**config.mk**
```make
export PLATFORM = sky130hd
export DESIGN_NAME = lca_ctrl
export DESIGN_NICKNAME = d
export VERILOG_FILES = /design/src/sv/lca_pkg.sv /design/src/sv/lca_ctrl.sv
export SDC_FILE = /design/constraint.sdc
export NUM_CORES = 1
export LEC_CHECK = 0
export BUFFER_PORTS_ARGS = -buffer_cell sky130_fd_sc_hd__buf_2
export CORE_AREA = 2 2 39 41
export CTS_CLUSTER_DIAMETER = 60
export DETAILED_ROUTE_END_ITERATION = 6
export DIE_AREA = 0 0 41 43
export SETUP_SLACK_MARGIN = 0.15
export SKIP_LAST_GASP = 1
export SYNTH_ARGS = -nofsm -noshare
export SYNTH_HDL_FRONTEND = slang
export SYNTH_SLANG_ARGS = --single-unit
```
**constraint.sdc**
```tcl
create_clock -name clk -period 1.9 [get_ports clk]
set_input_delay 0.38 -clock clk [delete_from_list [all_inputs] [get_ports clk]]
set_output_delay 0.38 -clock clk [all_outputs]
set_load 0.02 [all_outputs]
```
**src/sv/lca_pkg.sv**
```systemverilog
// Shared types and codes for the life engine.
// Holds op codes, the controller state type and the control/status structs.
// Depends on nothing.
package lca_pkg;

    localparam logic [1:0] OP_TOGGLE = 2'd0;
    localparam logic [1:0] OP_STEP   = 2'd1;
    localparam logic [1:0] OP_READ   = 2'd2;

    typedef enum logic [2:0] {
        ST_CLEAR,
        ST_IDLE,
        ST_STEP_RD,
        ST_STEP_SH,
        ST_STEP_WR,
        ST_ITEM_RD,
        ST_ITEM_FIN
    } state_t;

    typedef struct packed {
        logic capture;
        logic win_clr;
        logic cnt_clr;
        logic cnt_inc;
        logic clr_wr;
        logic step_rd;
        logic step_sh;
        logic step_wr;
        logic item_rd;
        logic item_fin;
    } cmd_t;

    typedef struct packed {
        logic [1:0] in_op;
        logic       cnt_zero;
        logic       cnt_end;
        logic       clr_last;
        logic       out_free;
    } status_t;

endpackage

```
**src/sv/lca_ctrl.sv**
```systemverilog
// Controller state machine for the life engine.
// Sequences the clearing pass, the generation sweep and single-cell items.
// Depends on lca_pkg.
module lca_ctrl (
    input  logic             clk,
    input  logic             rst_n,
    input  logic             in_valid,
    output logic             in_ready,
    input  lca_pkg::status_t st,
    output lca_pkg::cmd_t    cmd
);

    lca_pkg::state_t state_reg;
    lca_pkg::state_t state_next;

    always_ff @(posedge clk or negedge rst_n)
    begin
        if (!rst_n)
        begin
            state_reg <= lca_pkg::ST_CLEAR;
        end
        else
        begin
            state_reg <= state_next;
        end
    end

    always_comb
    begin
        state_next = state_reg;
        case (state_reg)
            lca_pkg::ST_CLEAR:
            begin
                if (st.clr_last)
                begin
                    state_next = lca_pkg::ST_IDLE;
                end
            end
            lca_pkg::ST_IDLE:
            begin
                if (in_valid)
                begin
                    if (st.in_op == lca_pkg::OP_STEP)
                    begin
                        state_next = lca_pkg::ST_STEP_RD;
                    end
                    else
                    begin
                        state_next = lca_pkg::ST_ITEM_RD;
                    end
                end
            end
            lca_pkg::ST_STEP_RD:
            begin
                state_next = lca_pkg::ST_STEP_SH;
            end
            lca_pkg::ST_STEP_SH:
            begin
                state_next = lca_pkg::ST_STEP_WR;
            end
            lca_pkg::ST_STEP_WR:
            begin
                if (st.cnt_end)
                begin
                    state_next = lca_pkg::ST_ITEM_RD;
                end
                else
                begin
                    state_next = lca_pkg::ST_STEP_RD;
                end
            end
            lca_pkg::ST_ITEM_RD:
            begin
                state_next = lca_pkg::ST_ITEM_FIN;
            end
            lca_pkg::ST_ITEM_FIN:
            begin
                if (st.out_free)
                begin
                    state_next = lca_pkg::ST_IDLE;
                end
            end
            default:
            begin
                state_next = lca_pkg::ST_IDLE;
            end
        endcase
    end

    always_comb
    begin
        cmd      = '0;
        in_ready = 1'b0;
        case (state_reg)
            lca_pkg::ST_CLEAR:
            begin
                cmd.clr_wr  = 1'b1;
                cmd.cnt_inc = 1'b1;
            end
            lca_pkg::ST_IDLE:
            begin
                in_ready    = 1'b1;
                cmd.capture = in_valid;
                cmd.win_clr = in_valid;
                cmd.cnt_clr = in_valid;
            end
            lca_pkg::ST_STEP_RD:
            begin
                cmd.step_rd = 1'b1;
            end
            lca_pkg::ST_STEP_SH:
            begin
                cmd.step_sh = 1'b1;
            end
            lca_pkg::ST_STEP_WR:
            begin
                cmd.step_wr = !st.cnt_zero;
                cmd.cnt_inc = 1'b1;
            end
            lca_pkg::ST_ITEM_RD:
            begin
                cmd.item_rd = 1'b1;
            end
            lca_pkg::ST_ITEM_FIN:
            begin
                cmd.item_fin = st.out_free;
            end
            default:
            begin
                cmd = '0;
            end
        endcase
    end

endmodule

```
== Yosys cells after proc, flatten, opt, wreduce, memory -nomap -nowiden ==
Cells that the tools add are included.

* Bits in registers: 3
* Bits of input ports: 9
* Logic and storage cells: 30

* Eq/ne operators: 10
* Multiplexer cells: 15
* Reduce and logical (&&, ||, !) cells: 4

{| class="wikitable"
|+ Operator list
! operator !! count
|-
| $pmux W3 S7 || 1
|-
| $mux W3 || 6
|-
| $eq A3 B3 Y1 const B || 3
|-
| $mux W1 || 8
|-
| $eq A3 B2 Y1 const B || 2
|-
| $ne A2 B2 Y1 const B || 3
|-
| $eq A3 B1 Y1 const B || 1
|-
| $logic_not A3 Y1 || 1
|-
| $reduce_and A3 Y1 || 1
|-
| $eq A2 B1 Y1 const B || 1
|-
| $reduce_or A2 Y1 || 1
|-
| $logic_not A1 Y1 || 1
|}

== Logic depth before layout (Yosys ltp) ==
Gate-level depths: netlist (run 1).

* Depth after elaboration: 4
* Depth in mapped cells: 5
* Mapped depth without buffers: 4

== Worst setup path after synthesis (run 1) ==
No wires, ideal clock.

* Kind: register to output
* Start: reg state_reg[0]
* End: out cmd[8] in the netlist's numbering
* Arrival: 1.434 ns
* Required time: 1.520 ns
* Path slack: 0.086 ns
* Stages on the path, launching flop included: 6
* Buffers on the path: 2
* Cell sequence: dfrtp_1 buf_4 nor2b_1 and2b_1 and2_1 buf_4

{| class="wikitable"
|+ RTL lines
! item !! line !! text
|-
| start: declaration || lca_ctrl.sv:13 || <nowiki>lca_pkg::state_t state_reg;</nowiki>
|-
| start signal: assignment || lca_ctrl.sv:20 || <nowiki>state_reg <= lca_pkg::ST_CLEAR;</nowiki>
|-
| start signal: assignment || lca_ctrl.sv:24 || <nowiki>state_reg <= state_next;</nowiki>
|-
| end: declaration || lca_ctrl.sv:10 || <nowiki>output lca_pkg::cmd_t cmd</nowiki>
|}

==> impl_metrics.py, run 1 <==
metrics = {
    "run_status": {
        "status": "complete, no violations",
    },
    "drt": {
        "first_pass_iters": 4,
        "ant_nets": 0,
        "vias": 373,
        "wirelength_um": 861,
        "viasPerCell": 4.722,
        "wire_per_inst_um": 10.90,
        "drtIter0Drc": 3,
        "drc_errors": 0,
    },
    "synthesis": {
        "ys_types": 22,
        "ys_ff_latch": 3,
        "ys_warn_count": 0,
        "yosys_most_used_dff": "dfrtp_1",
        "syn-num-nets": 48,
        "seq_area_frac_synth_pct": 24.00,
        "synth_enable_flop_cells": 0,
        "syn_area_um2": 312.8,
        "synth_area_per_cell_um2": 8.021,
        "synthCells": 39,
        "synthArstFlopShare_pct": 100.0,
    },
    "pwr": {
        "power_density_nw_per_um2": 1719,
        "vdd_drop_max_uv": 604.0,
        "leakage_uw": 0.0002520,
        "power_uw": 855.8,
    },
    "finish": {
        "final_area_um2": 498.0,
        "largest_reg_flops": 3,
        "area_growth_pct": 59.20,
        "drive_above_1_share_pct": 52.38,
        "antenna_cells": 0,
        "nets": 73,
        "final_core_util_pct": 35.99,
    },
    "placed_design": {
        "portBuffers": 19,
        "placed_cell_area_um2": 419.2,
        "post-dp-hpwl_um": 598.2,
        "gp_congestion": 0.8446,
    },
    "sta": {
        "hold_slack_ps": 447.1,
        "max_slew.worst_pin.slew_ps": 252.1,
        "setup_viol": 0,
        "relSlewSlack_pct": 83.19,
        "fmax_ghz": 0.5885,
        "maxSlewViolCount": 0,
        "fin_skew_ps": 6.702,
        "tns_ps": 0,
        "period_needed_ps": 1699,
        "hold_viol": 0,
        "rsz0062_at_grt": "no",
        "fin_crit_sh_pct": 89.43,
    },
    "clock_network": {
        "cts_tree": "done",
        "clk_pin_slew_ps": 40,
        "numClockSinks": 3,
        "htree_levels": 1,
        "clock_path_buffers": 2,
        "numCtsBuffers": 3,
        "cts_root_buffer": "clkbuf_4",
        "clkLatencyLatePin_ps": 250,
    },
    "critical_path": {
        "critical_path_cell_count": 4,
        "timing.rr.end": "state_reg[0]",
        "ff2ff_path_depth": 5,
        "worst-endpoint-required_ps": 1520,
        "end_kind": "output port",
        "crit_start": "state_reg[0]",
        "slowest_delay_ps": 390,
        "regToRegSetupSlack_ps": 560,
        "crit_end": "cmd[8]",
        "worst_r2r_startpoint": "state_reg[0]",
        "cp-start-kind": "register",
        "crit_fanout": 3,
        "cp_cell_sequence": "nor2b_2 > and2b_1 > and2_4 > buf_4",
        "crit_family": "simple AND/OR/NAND/NOR gates",
        "crit_type": "register to output port",
        "critPathBufInv": 1,
        "cp_slowest_cell": "dfrtp_1",
        "arrival_ps": 1320,
    },
    "floorplan": {
        "die-area_um2": 1763,
        "dieHeight_um": 43,
        "rows": 14,
        "start_util_pct": 22.60,
        "io_pins": 20,
        "core-area_um2": 1384,
        "die_w_um": 41,
    },
    "global_route": {
        "grt_pass1_wl_mm": 1.380,
        "grt_max_degree": 11,
        "antenna_found_initial": 0,
        "grt_pass1_vias": 333,
        "grt_usage_pct": 11.46,
        "gr-total-overflow": 0,
    },
    "hold_path": {
        "hold_path.class": "primary input to asynchronous set/reset pin",
    },
    "run": {
        "drv_cap": 0,
    },
}
[cells in the final DEF, fill, tap and decap left out, drive strengths merged, types with 2 or more instances in the layout]
cell type   n
dfrtp       3
nor2        2
o31ai       3
nor2b       4
o21ai       3
and2        2
buf        24
nand2       3
a21oi       4
clkbuf      4
[cells in the mapped netlist (all sizes together), types with 2 or more instances]
cell type  number  area [um^2]
buf             5        32.53
a21oi           4        20.02
nor2b           4        25.02
dfrtp           3        75.07
nand2           3        11.26
o21ai           3        15.01
o31ai           3        36.28
and2            2        12.51
nor2            2        7.510
[routing by layer]
layer  GRT usage (%)  up-vias  share of wire [%]
met1           14.52      174                 42
met4           8.000        0                2.8
met2           16.88       16                 48
met3           1.571        2                6.5
met5               0        -                  0
li1                -      181                  -
[metrics by stage]
stage / std cells / worst slack, ps
floorplan: 39 / 162.4
global placement: 72 / 475.9
detailed placement: 72 / 441.8
CTS: 77 / 172.9
global route: 79 / 163.0
finish: 79 / 200.9
[logic make-up after synthesis]
kind of cell	share of synthesized area [%]
compound gates	25.60
mux	4.799
simple gates	34.00
buf+inv	11.60
flops	24.00
[worst min path at each step]
stage                     slack [ps]      endpoint  cells after the start      from
after detailed placement         180  state_reg[2]                      1     rst_n
after global placement           180  state_reg[2]                      1     rst_n
final                            450  state_reg[0]                      2     rst_n
after CTS                        440  state_reg[0]                      3  in_valid
after floorplan                   80  state_reg[0]                      0     rst_n
after global routing             480  state_reg[0]                      2     rst_n
[repair_timing]
action                     CTS  global route
setup endpoints to repair    0             6
gates resized for setup      0             9
hold buffers                 1             0
buffers inserted             0             2
hold endpoints to repair     3             0
[cell type report]
cell class | instances | area [um^2]
Clock buffer | 4 | 26.28
Fill cell | 158 | 885.9
Inverter | 1 | 3.754
Multi-Input combinational cell | 30 | 220.2
Sequential cell | 3 | 75.07
Tap cell | 16 | 20.02
Timing Repair Buffer | 25 | 152.6
[power breakdown]
group,switching (uW),total [uW],internal (uW)
Clock,39.9,119,79.1
Combinational,334,606,273
Sequential,34.8,130,95.6
Total,408,856,448
(Power assumes the default switching activity.)
==> run 2, diff against run 1 <==
--- a/config.mk
+++ b/config.mk
@@ -6,10 +6,12 @@
 export NUM_CORES = 1
 export LEC_CHECK = 0
 export BUFFER_PORTS_ARGS = -buffer_cell sky130_fd_sc_hd__buf_2
+export CAP_MARGIN = 20
 export CORE_AREA = 2 2 39 41
 export CTS_CLUSTER_DIAMETER = 60
 export DETAILED_ROUTE_END_ITERATION = 6
 export DIE_AREA = 0 0 41 43
+export PLACE_DENSITY = 0.49
 export SETUP_SLACK_MARGIN = 0.15
 export SKIP_LAST_GASP = 1
 export SYNTH_ARGS = -nofsm -noshare
==> constraint.sdc (replaced) <==
create_clock -name clk -period 1.74 [get_ports clk]
set_input_delay 0.348 -clock clk [delete_from_list [all_inputs] [get_ports clk]]
set_output_delay 0.348 -clock clk [all_outputs]
set_load 0.02 [all_outputs]
==> run 2 against run 1 <==
Effect of this change:
- hold slack got worse by 20 ps
- wire length up 2.4%
- sequential share of layout area shrank 1.1 points
- critical endpoint is now cmd[7]
- non-clock buffer count grew 2
==> impl_metrics.py, run 2 (synthesis results as in run 1) <==
metrics = {
    "clock_network": {
        "cts_tree": "done",
        "clkLatencyLatePin_ps": 240,
        "htree_levels": 1,
        "clock_path_buffers": 2,
        "numClockSinks": 3,
        "clk_pin_slew_ps": 40,
        "cts_root_buffer": "clkbuf_4",
        "numCtsBuffers": 3,
    },
    "critical_path": {
        "crit_end": "cmd[7]",
        "ff2ff_path_depth": 5,
        "crit_start": "state_reg[0]",
        "cp-start-kind": "register",
        "arrival_ps": 1270,
        "slowest_delay_ps": 390,
        "regToRegSetupSlack_ps": 270,
        "crit_type": "register to output port",
        "cp_slowest_cell": "dfrtp_1",
        "cp_cell_sequence": "nor2b_4 > and2b_2 > and2_4 > buf_6",
        "worst-endpoint-required_ps": 1390,
        "timing.rr.end": "state_reg[0]",
        "end_kind": "output port",
        "crit_fanout": 3,
        "worst_r2r_startpoint": "state_reg[0]",
    },
    "finish": {
        "drive_above_1_share_pct": 56.92,
        "area_growth_pct": 72.00,
        "nets": 75,
        "antenna_cells": 0,
        "final_core_util_pct": 38.88,
        "mostFrequentLayoutCells": "buf_2 (14), buf_4 (7), buf_6 (5)",
        "largest_reg_flops": 3,
        "instances_no_fill": 81,
        "layout.cells.most_common": "buf_2",
    },
    "sta": {
        "relSlewSlack_pct": 83.02,
        "worst_slack_ps": 124.6,
        "maxSlewViolCount": 0,
        "hold_viol": 0,
        "period_needed_ps": 1615,
        "setup_viol": 0,
        "max_slew.worst_pin.slew_ps": 254.7,
        "fmax_ghz": 0.6191,
        "fin_skew_ps": 5.771,
        "rsz0062_at_grt": "yes",
        "fin_crit_sh_pct": 92.84,
        "tns_ps": 0,
    },
    "placed_design": {
        "dp.cells": 72,
        "gp_congestion": 0.7423,
        "post-place-ws_ps": 341.8,
        "portBuffers": 19,
        "post-dp-hpwl_um": 592.2,
    },
    "global_route": {
        "grt_max_degree": 15,
        "grt_usage_pct": 12.76,
        "grt_pass1_wl_mm": 1.414,
        "antenna_found_initial": 0,
        "gr-total-overflow": 0,
        "grt_pass1_vias": 344,
    },
    "floorplan": {
        "rows": 14,
        "core-area_um2": 1384,
        "start_util_pct": 22.60,
        "die-area_um2": 1763,
        "dieHeight_um": 43,
        "die_w_um": 41,
        "io_pins": 20,
    },
    "pwr": {
        "power_density_nw_per_um2": 1889,
        "power_uw": 1017,
        "vdd_drop_max_uv": 619.4,
        "leakage_uw": 0.0002683,
    },
    "drt": {
        "wire_per_inst_um": 10.89,
        "viasPerCell": 4.630,
        "drtIter0Drc": 6,
        "vias": 375,
        "drc_errors": 0,
        "first_pass_iters": 2,
        "wirelength_um": 882,
        "ant_nets": 0,
    },
    "run": {
        "drv_cap": 0,
    },
    "hold_path": {
        "hold_path.class": "primary input to asynchronous set/reset pin",
    },
    "run_status": {
        "status": "complete, no violations",
    },
}
==> run 2: routing by layer <==
| layer | up-vias | routed length [um] | GRT usage, % | share of wire (%) |
|---|---|---|---|---|
| met1 | 163 | 369 | 13.87 | 42 |
| met3 | 3 | 66 | 4.712 | 7.5 |
| li1 | 190 | - | - | - |
| met2 | 19 | 422 | 17.81 | 48 |
| met4 | 0 | 24 | 12.00 | 2.7 |
| met5 | - | 0 | 0 | 0 |
==> run 2: how the worst min path moves through the flow <==
| stage | end | cells past startpoint | slack (ps) | start |
|---|---|---|---|---|
| global placement | state_reg[2] | 1 | 140 | rst_n |
| finish | state_reg[0] | 2 | 430 | rst_n |
| CTS | state_reg[0] | 2 | 420 | rst_n |
| detailed placement | state_reg[2] | 1 | 150 | rst_n |
| global route | state_reg[0] | 2 | 450 | rst_n |
| floorplan | state_reg[0] | 0 | 50 | rst_n |
==> run 2: report_power, final <==
| group | internal [uW] | total [uW] | switching (uW) |
|---|---|---|---|
| Combinational | 363 | 753 | 390 |
| Sequential | 104 | 136 | 31.5 |
| Clock | 86.3 | 128 | 41.6 |
==> run 2: worst max-delay path, delay by kind of cell (launching register included) <==
family | cells | cell delay, ps
and+or+nand+nor | 3 | 510
buffers and inverters | 1 | 130
DFF | 1 | 390
==> run 2: final cells by class <==
cell class	count	area (um^2)
clock buffer	4	26.28
fill	153	845.8
inverter	1	3.754
multi-input combinational	30	224.0
sequential	3	75.07
tap	16	20.02
timing repair buffer	27	188.9
==> run 2: per-stage QoR <==
step                instance area, um^2  hold slack (ps)
detailed placement                430.4            145.1
finish                            538.0            427.1
global route                      538.0            446.6
floorplan                         329.1            52.41
CTS                               523.0            420.4
global placement                  430.4            143.8
==> run 2: timing repair <==
action	4_1_cts	5_1_grt
setup buffers	3	1
hold buffers	1	0
gates resized for setup	10	3
endpoints found under the setup margin	6	6
hold endpoints to repair	3	0
pin swaps	1	1
